--- src/rtl/eemi_pkg.sv ---
package eemi_pkg;

    localparam int OPND_W      = 31;
    localparam int COEF_W      = 32;
    localparam int RES_W       = 32;
    localparam int DVD_W       = 32;
    localparam int CNT_W       = $clog2(DVD_W);
    localparam int IN_TDATA_W  = 64;
    localparam int OUT_TDATA_W = 128;

    typedef struct packed {
        logic load;
        logic div_step;
        logic euclid_next;
        logic euclid_end;
        logic capture;
    } t_cmd;

    typedef struct packed {
        logic b_zero;
        logic rem_zero;
        logic b_one;
    } t_sts;

    // A coefficient of the working width, truncated or sign-extended to the result width.
    function automatic logic [RES_W-1:0] fit_coef(input logic [COEF_W-1:0] v);
        logic signed [63:0] ext;
        ext = 64'(signed'(v));
        return ext[RES_W-1:0];
    endfunction

endpackage

--- src/rtl/eemi_ctrl.sv ---
module eemi_ctrl (
    input  logic            i_clk,
    input  logic            i_rst_n,
    input  logic            i_s_tvalid,
    output logic            o_s_tready,
    output logic            o_m_tvalid,
    input  logic            i_m_tready,
    input  eemi_pkg::t_sts  i_sts,
    output eemi_pkg::t_cmd  o_cmd
);

    localparam logic [2:0] S_IDLE  = 3'd0;
    localparam logic [2:0] S_START = 3'd1;
    localparam logic [2:0] S_DIV   = 3'd2;
    localparam logic [2:0] S_STEP  = 3'd3;
    localparam logic [2:0] S_MOD   = 3'd4;
    localparam logic [2:0] S_FIN   = 3'd5;

    logic [2:0]                 r_state, n_state;
    logic [eemi_pkg::CNT_W-1:0] r_cnt, n_cnt;
    logic                       r_out_vld, n_out_vld;
    logic                       last;
    logic                       slot_free;

    assign last       = (r_cnt == eemi_pkg::CNT_W'(eemi_pkg::DVD_W - 1));
    assign slot_free  = !r_out_vld || i_m_tready;
    assign o_s_tready = (r_state == S_IDLE);
    assign o_m_tvalid = r_out_vld;

    always_comb begin
        n_state   = r_state;
        n_cnt     = r_cnt;
        n_out_vld = r_out_vld;
        o_cmd     = '0;
        if (i_m_tready) begin
            n_out_vld = 1'b0;
        end
        case (r_state)
            S_IDLE: begin
                if (i_s_tvalid) begin
                    o_cmd.load = 1'b1;
                    n_state    = S_START;
                end
            end
            S_START: begin
                n_cnt   = '0;
                n_state = i_sts.b_zero ? S_FIN : S_DIV;
            end
            S_DIV: begin
                o_cmd.div_step = 1'b1;
                n_cnt          = r_cnt + 1'b1;
                if (last) begin
                    n_state = S_STEP;
                end
            end
            S_STEP: begin
                n_cnt = '0;
                if (i_sts.rem_zero) begin
                    o_cmd.euclid_end = 1'b1;
                    n_state          = i_sts.b_one ? S_MOD : S_FIN;
                end else begin
                    o_cmd.euclid_next = 1'b1;
                    n_state           = S_DIV;
                end
            end
            S_MOD: begin
                o_cmd.div_step = 1'b1;
                n_cnt          = r_cnt + 1'b1;
                if (last) begin
                    n_state = S_FIN;
                end
            end
            S_FIN: begin
                if (slot_free) begin
                    o_cmd.capture = 1'b1;
                    n_out_vld     = 1'b1;
                    n_state       = S_IDLE;
                end
            end
            default: begin
                n_state = S_IDLE;
            end
        endcase
    end

    always_ff @(posedge i_clk) begin
        if (!i_rst_n) begin
            r_state   <= S_IDLE;
            r_cnt     <= '0;
            r_out_vld <= 1'b0;
        end else begin
            r_state   <= n_state;
            r_cnt     <= n_cnt;
            r_out_vld <= n_out_vld;
        end
    end

endmodule

--- src/rtl/eemi_dp.sv ---
module eemi_dp (
    input  logic                         i_clk,
    input  eemi_pkg::t_cmd               i_cmd,
    input  logic [eemi_pkg::OPND_W-1:0]  i_value_a,
    input  logic [eemi_pkg::OPND_W-1:0]  i_value_b,
    output eemi_pkg::t_sts               o_sts,
    output logic [eemi_pkg::OPND_W-1:0]  o_divisor_result,
    output logic [eemi_pkg::RES_W-1:0]   o_coef_x,
    output logic [eemi_pkg::RES_W-1:0]   o_coef_y,
    output logic [eemi_pkg::OPND_W-1:0]  o_inverse,
    output logic                         o_has_inverse,
    output logic                         o_zero_modulus
);

    localparam int OW = eemi_pkg::OPND_W;
    localparam int CW = eemi_pkg::COEF_W;
    localparam int RW = eemi_pkg::RES_W;
    localparam int DW = eemi_pkg::DVD_W;

    logic [OW-1:0] r_g, r_b, r_m, r_rem;
    logic [DW-1:0] r_dvd;
    logic [CW-1:0] r_px, r_cx, r_py, r_cy, r_qx, r_qy;
    logic          r_zero, r_has;
    logic [OW-1:0] r_o_g, r_o_inv;
    logic [RW-1:0] r_o_x, r_o_y;
    logic          r_o_has, r_o_zero;

    logic [OW:0]   rem2, diff;
    logic          ge;
    logic [RW-1:0] x32, y32, x_abs;
    logic [OW-1:0] inv_val;

    assign rem2  = {r_rem, r_dvd[DW-1]};
    assign diff  = rem2 - {1'b0, r_b};
    assign ge    = (rem2 >= {1'b0, r_b});
    assign x32   = eemi_pkg::fit_coef(r_cx);
    assign y32   = eemi_pkg::fit_coef(r_cy);
    assign x_abs = x32[RW-1] ? (~x32 + 1'b1) : x32;

    always_comb begin
        if (!r_has) begin
            inv_val = '0;
        end else if (x32[RW-1] && (r_rem != '0)) begin
            inv_val = r_m - r_rem;
        end else begin
            inv_val = r_rem;
        end
    end

    assign o_sts.b_zero   = (r_b == '0);
    assign o_sts.rem_zero = (r_rem == '0);
    assign o_sts.b_one    = (r_b == OW'(1));

    always_ff @(posedge i_clk) begin
        if (i_cmd.load) begin
            r_dvd  <= DW'(i_value_a);
            r_b    <= i_value_b;
            r_m    <= i_value_b;
            r_g    <= i_value_a;
            r_rem  <= '0;
            r_qx   <= '0;
            r_qy   <= '0;
            r_px   <= CW'(1);
            r_py   <= '0;
            r_cx   <= (i_value_b == '0) ? CW'(1) : '0;
            r_cy   <= (i_value_b == '0) ? '0 : CW'(1);
            r_zero <= (i_value_b == '0);
            r_has  <= 1'b0;
        end
        if (i_cmd.div_step) begin
            r_rem <= ge ? diff[OW-1:0] : rem2[OW-1:0];
            r_dvd <= {r_dvd[DW-2:0], 1'b0};
            r_qx  <= {r_qx[CW-2:0], 1'b0} + (ge ? r_cx : '0);
            r_qy  <= {r_qy[CW-2:0], 1'b0} + (ge ? r_cy : '0);
        end
        if (i_cmd.euclid_next) begin
            r_px  <= r_cx;
            r_cx  <= r_px - r_qx;
            r_py  <= r_cy;
            r_cy  <= r_py - r_qy;
            r_b   <= r_rem;
            r_dvd <= DW'(r_b);
            r_rem <= '0;
            r_qx  <= '0;
            r_qy  <= '0;
        end
        if (i_cmd.euclid_end) begin
            r_g   <= r_b;
            r_has <= (r_b == OW'(1));
            r_dvd <= DW'(x_abs);
            r_b   <= r_m;
            r_rem <= '0;
        end
        if (i_cmd.capture) begin
            r_o_g    <= r_g;
            r_o_x    <= x32;
            r_o_y    <= y32;
            r_o_inv  <= inv_val;
            r_o_has  <= r_has;
            r_o_zero <= r_zero;
        end
    end

    assign o_divisor_result = r_o_g;
    assign o_coef_x         = r_o_x;
    assign o_coef_y         = r_o_y;
    assign o_inverse        = r_o_inv;
    assign o_has_inverse    = r_o_has;
    assign o_zero_modulus   = r_o_zero;

endmodule

--- src/rtl/extended_euclid_modular_inverse.sv ---
// Computes the gcd of a and b, Bezout coefficients x and y with a*x + b*y = gcd, and the least
// non-negative inverse of a modulo b, which is flagged as present only when the gcd is one.
// A zero b is flagged as a zero modulus and gives gcd = a, x = 1, y = 0. One word is worked on
// at a time: a shared restoring divider retires one quotient bit per cycle, and every Euclid
// round is 32 divide steps and one coefficient update, after which a word with a gcd of one
// spends 32 more divide steps reducing x modulo b. The next word is accepted as soon as the
// result has been moved to the output register, while that result still waits to be taken.
module extended_euclid_modular_inverse (
    input  logic                             i_clk,
    input  logic                             i_rst_n,
    input  logic                             i_s_tvalid,
    output logic                             o_s_tready,
    // value_a [30:0], value_b [61:31], zeros [63:62]
    input  logic [eemi_pkg::IN_TDATA_W-1:0]  i_s_tdata,
    output logic                             o_m_tvalid,
    input  logic                             i_m_tready,
    // divisor_result [30:0], coef_x [62:31], coef_y [94:63], inverse [125:95],
    // has_inverse [126], zero_modulus [127]
    output logic [eemi_pkg::OUT_TDATA_W-1:0] o_m_tdata
);

    localparam int OW = eemi_pkg::OPND_W;
    localparam int RW = eemi_pkg::RES_W;

    eemi_pkg::t_cmd cmd;
    eemi_pkg::t_sts sts;
    logic [OW-1:0]  divisor_result, inverse;
    logic [RW-1:0]  coef_x, coef_y;
    logic           has_inverse, zero_modulus;

    eemi_ctrl u_ctrl (
        .i_clk      (i_clk),
        .i_rst_n    (i_rst_n),
        .i_s_tvalid (i_s_tvalid),
        .o_s_tready (o_s_tready),
        .o_m_tvalid (o_m_tvalid),
        .i_m_tready (i_m_tready),
        .i_sts      (sts),
        .o_cmd      (cmd)
    );

    eemi_dp u_dp (
        .i_clk            (i_clk),
        .i_cmd            (cmd),
        .i_value_a        (i_s_tdata[OW-1:0]),
        .i_value_b        (i_s_tdata[2*OW-1:OW]),
        .o_sts            (sts),
        .o_divisor_result (divisor_result),
        .o_coef_x         (coef_x),
        .o_coef_y         (coef_y),
        .o_inverse        (inverse),
        .o_has_inverse    (has_inverse),
        .o_zero_modulus   (zero_modulus)
    );

    assign o_m_tdata = {zero_modulus, has_inverse, inverse, coef_y, coef_x, divisor_result};

endmodule

--- config.mk ---
export PLATFORM = sky130hd
export DESIGN_NAME = extended_euclid_modular_inverse
export DESIGN_NICKNAME = d
export VERILOG_FILES = /design/src/rtl/eemi_pkg.sv /design/src/rtl/eemi_ctrl.sv /design/src/rtl/eemi_dp.sv /design/src/rtl/extended_euclid_modular_inverse.sv
export SDC_FILE = /design/constraint.sdc
export NUM_CORES = 1
export LEC_CHECK = 0
export ABC_AREA = 1
export BUFFER_PORTS_ARGS = -buffer_cell sky130_fd_sc_hd__buf_2
export CORE_UTILIZATION = 29
export CTS_CLUSTER_DIAMETER = 30
export CTS_CLUSTER_SIZE = 24
export DETAILED_ROUTE_END_ITERATION = 16
export HOLD_SLACK_MARGIN = 0.06
export SLEW_MARGIN = 40
export SYNTH_ARGS = -nofsm -noshare
export SYNTH_HDL_FRONTEND = slang
export SYNTH_SLANG_ARGS = --single-unit
--- constraint.sdc ---
create_clock -name i_clk -period 9.3 [get_ports i_clk]
set_input_delay 0.465 -clock i_clk [delete_from_list [all_inputs] [get_ports i_clk]]
set_output_delay 0.465 -clock i_clk [all_outputs]
set_load 0.005 [all_outputs]
==> out/qor.yml <==
status:
  outcome: "completed"
min_path:
  hp-start: "i_s_tdata[60]"
  min_to: "u_dp.r_m[29]"
  hold_depth: 1
  hp-class: "primary input to flop"
power_and_ir_drop:
  p_leak_nw: 15.38
  power_density_mw_per_mm2: 390.1
  vdd.ir_drop.worst_uv: 361.4
setup_path:
  crit_required_ns: 9.90
  critPathMaxFanout: 42
  arrival_ns: 5.62
  r2r-end: "u_dp.r_qy[30]"
  reg2reg_depth: 22
  critPathLaunchType: "flop"
  endpoint_kind: "flop"
  regToRegSetupSlack_ns: 4.29
  r2r-start: "u_dp.r_b[5]"
  critPathKind: "flop to flop"
layout:
  fillers: 10828
  multi_input_area_sq_mm: 0.01488
  area_growth_pct: 21.91
  regArea_sq_mm: 0.01358
  layout-drive-gt1-share_pct: 11.05
  nNetsFinal: 4373
  final_util_pct: 35.83
  stdcell_count: 5593
route:
  num_vias: 28598
  via_per_inst: 5.113
  drc: 0
  wl_per_cell_um: 19.93
  drtIter0Drc: 2813
  ant_nets: 0
  dr.pass1.iters: 5
  drt_wl_total_um: 111500
floorplanning:
  core_sq_mm: 0.1041
  fp.dieH_um: 326.8
  io_pins: 198
  row_count: 118
  start_util_pct: 29.39
  die_w_um: 326.8
  dieArea_sq_mm: 0.1068
logic_synthesis:
  yosysTopAreaCellShare_pct: 37.60
  synth.ff_latch_count: 487
  avgSynthCellArea_sq_um: 7.941
  synthTopCellsByArea: "edfxtp_1 38%, nand2_1 9.8%, ha_1 7.6%"
  yosysWarningCount: 0
  syn_nets: 4112
  ys_seq_area_share_pct: 44.40
  synthCells: 3852
  yosysUniqueCellTypes: 50
  async_flop_share_pct: 0
  synth_edf_count: 383
  yosys.area.top_type: "edfxtp_1"
  ys.flop_type: "edfxtp_1"
  synthesis.area_sq_mm: 0.03059
global_routing:
  grt_pass1_vias: 26903
  antenna_found_initial: 4
  grt_pass1_wl_um: 166000
  grt-ovfl-total: 0
  grt_max_degree: 86
  grt_use_total_pct: 20.38
sta:
  period_needed_ns: 5.012
  tns_ns: 0
  setup_ws_ns: 4.288
  finalHoldWorstSlack_ns: 0.07922
  hold_viol: 0
  post-route-period-util_pct: 53.89
  tightest_slew_ns: 0.8828
  skew_ns: 0.07657
  rsz0062_at_grt: "false"
  drv_slew: 0
  setup_viol: 0
  fmax_mhz: 199.5
  slew_headroom_pct: 41.15
place:
  pre_cts_ws_ns: 4.333
  dp.cells: 5347
  gp_congestion: 0.9628
  io_buffers: 195
  hpwl_um: 84330
job:
  maxCapViolations: 0
clock_network:
  ctsHoldBuffers: 33
  cts_tree: "yes"
  cts_setup_buffers: 0
  cts_num_sinks: 487
  ctsResizeCount: 0
  cts-root-buf: "clkbuf_16"
  cts_made_buffers: 110
  clkTransAtPathRegs_ns: 0.06
  clock_path_buffers: 3
  clock_latency_ns: 0.71
  h-tree-depth: 3
-- registers in the layout, summed over array words and instances, names as in the netlist, 3 cells and up --
signal,cells
u_ctrl.r_cnt,5
u_ctrl.r_state,3
u_dp.o_coef_x,32
u_dp.o_coef_y,32
u_dp.o_divisor_result,31
u_dp.o_inverse,31
u_dp.r_b,31
u_dp.r_cx,32
u_dp.r_cy,32
u_dp.r_dvd,32
u_dp.r_g,31
u_dp.r_m,31
u_dp.r_px,32
u_dp.r_py,32
u_dp.r_qx,32
u_dp.r_qy,32
u_dp.r_rem,31
-- how the worst max path moves through the flow --
| stage | start | to | slack [ns] |
|---|---|---|---|
| after detailed placement | u_dp.r_b[4] | u_dp.r_qy[30] | 4.33 |
| after global placement | u_dp.r_b[4] | u_dp.r_qy[30] | 4.07 |
| after floorplan | u_ctrl.r_state[2] | u_dp.o_coef_x[0] | 1.79 |
| after CTS | u_dp.r_b[4] | u_dp.r_qy[30] | 4.32 |
| final | u_dp.r_b[5] | u_dp.r_qy[30] | 4.29 |
| after global routing | u_dp.r_b[7] | u_dp.r_qy[30] | 3.86 |
-- critical path, stage by stage, from the launching register on --
cell and delay (ns):
edfxtp_1 0.50, inv_1 0.25, ha_1 0.34, nand2_1 0.13
nand2_1 0.08, a21oi_1 0.13, nand2_1 0.11, nand2_1 0.09
nand3_1 0.12, nand2_1 0.10, nand2_2 0.07, inv_4 0.45
buf_4 0.45, nor2_1 0.08, ha_1 0.38, nand2_1 0.14
nor2_1 0.17, nand2_1 0.07, o21ai_0 0.55, nand3_1 0.26
nand3_1 0.16, nand3_1 0.08, a21oi_1 0.15
-- cell usage in the layout, fill, tap and decap left out, types with 10 or more instances in the layout --
master / netlist / routed
nand2_1: 796 / 795
inv_1: 445 / 445
clkinv_2: 0 / 13
a21o_1: 41 / 41
nor3_1: 55 / 55
xnor2_1: 25 / 25
or2_2: 26 / 26
dfxtp_1: 104 / 104
nor2_1: 472 / 469
dlygate4sd3_1: 0 / 33
buf_2: 44 / 195
clkinvlp_4: 0 / 15
o21bai_1: 25 / 25
bufinv_16: 0 / 10
ha_1: 186 / 186
nor4_1: 32 / 32
buf_4: 5 / 20
nand4_1: 38 / 38
a21boi_0: 17 / 17
clkbuf_16: 0 / 111
o211ai_1: 53 / 53
a21oi_1: 411 / 410
nand3b_1: 15 / 15
edfxtp_1: 383 / 383
o21ai_0: 253 / 252
o221ai_1: 11 / 11
inv_6: 0 / 18
xor2_1: 24 / 24
nand3_1: 207 / 207
o21ai_1: 51 / 52
-- stage by stage --
step	total power [mW]	instance area, sq um
global route	15.45	37280
finish	14.55	37290
detailed placement	10.44	33060
floorplan	8.178	30590
global placement	10.43	33050
CTS	14.48	37250
-- per-layer routing --
metal | GRT usage [%] | share of wire, % | up-vias
met5 | 0 | 0.012 | -
met4 | 7.294 | 3.0 | 2
met3 | 3.498 | 7.6 | 181
met2 | 30.73 | 43 | 1104
met1 | 29.11 | 46 | 13522
li1 | - | - | 13789
-- logic make-up after synthesis --
group,count (synthesis),synth area share (%)
AOI/OAI and AO/OA,904,16.39
xor gates and xnor gates,49,1.403
adders and majority gates,192,8.001
buffers and inverters,558,7.113
DFF,487,44.40
and+or+nand+nor,1662,22.69
-- Yosys cell counts, drive strengths merged (2+ instances only) --
cell    instances
nand2         798
nor2          478
inv           453
a21oi         411
edfxtp        383
o21ai         305
nand3         208
ha            186
dfxtp         104
nor3           56
buf            53
o211ai         53
clkbuf         51
a21o           41
nand4          38
nor4           32
or2            28
o21bai         25
xnor2          25
xor2           24
a21boi         17
nand3b         15
o221ai         11
o31ai           9
a31oi           8
a221oi          7
fa              6
o21a            6
o22ai           5
nor3b           3
and2            2
and3            2
nand2b          2
o311ai          2
o32ai           2
-- cell type report --
class	count	area share (%)
timing repair buffer	253	4.093
tap	1380	4.630
sequential	487	36.42
multi-input combinational	2807	39.89
inverter	454	4.583
clock buffer	122	7.583
clock inverter	87	2.775
antenna	3	0.02013
-- power breakdown --
part	total, mW	internal (mW)	switching, mW
clock	3.97	2.53	1.44
sequential	3.78	3.25	0.530
combinational	6.80	1.92	4.88
Note: power is estimated with default switching activity, not from simulation.
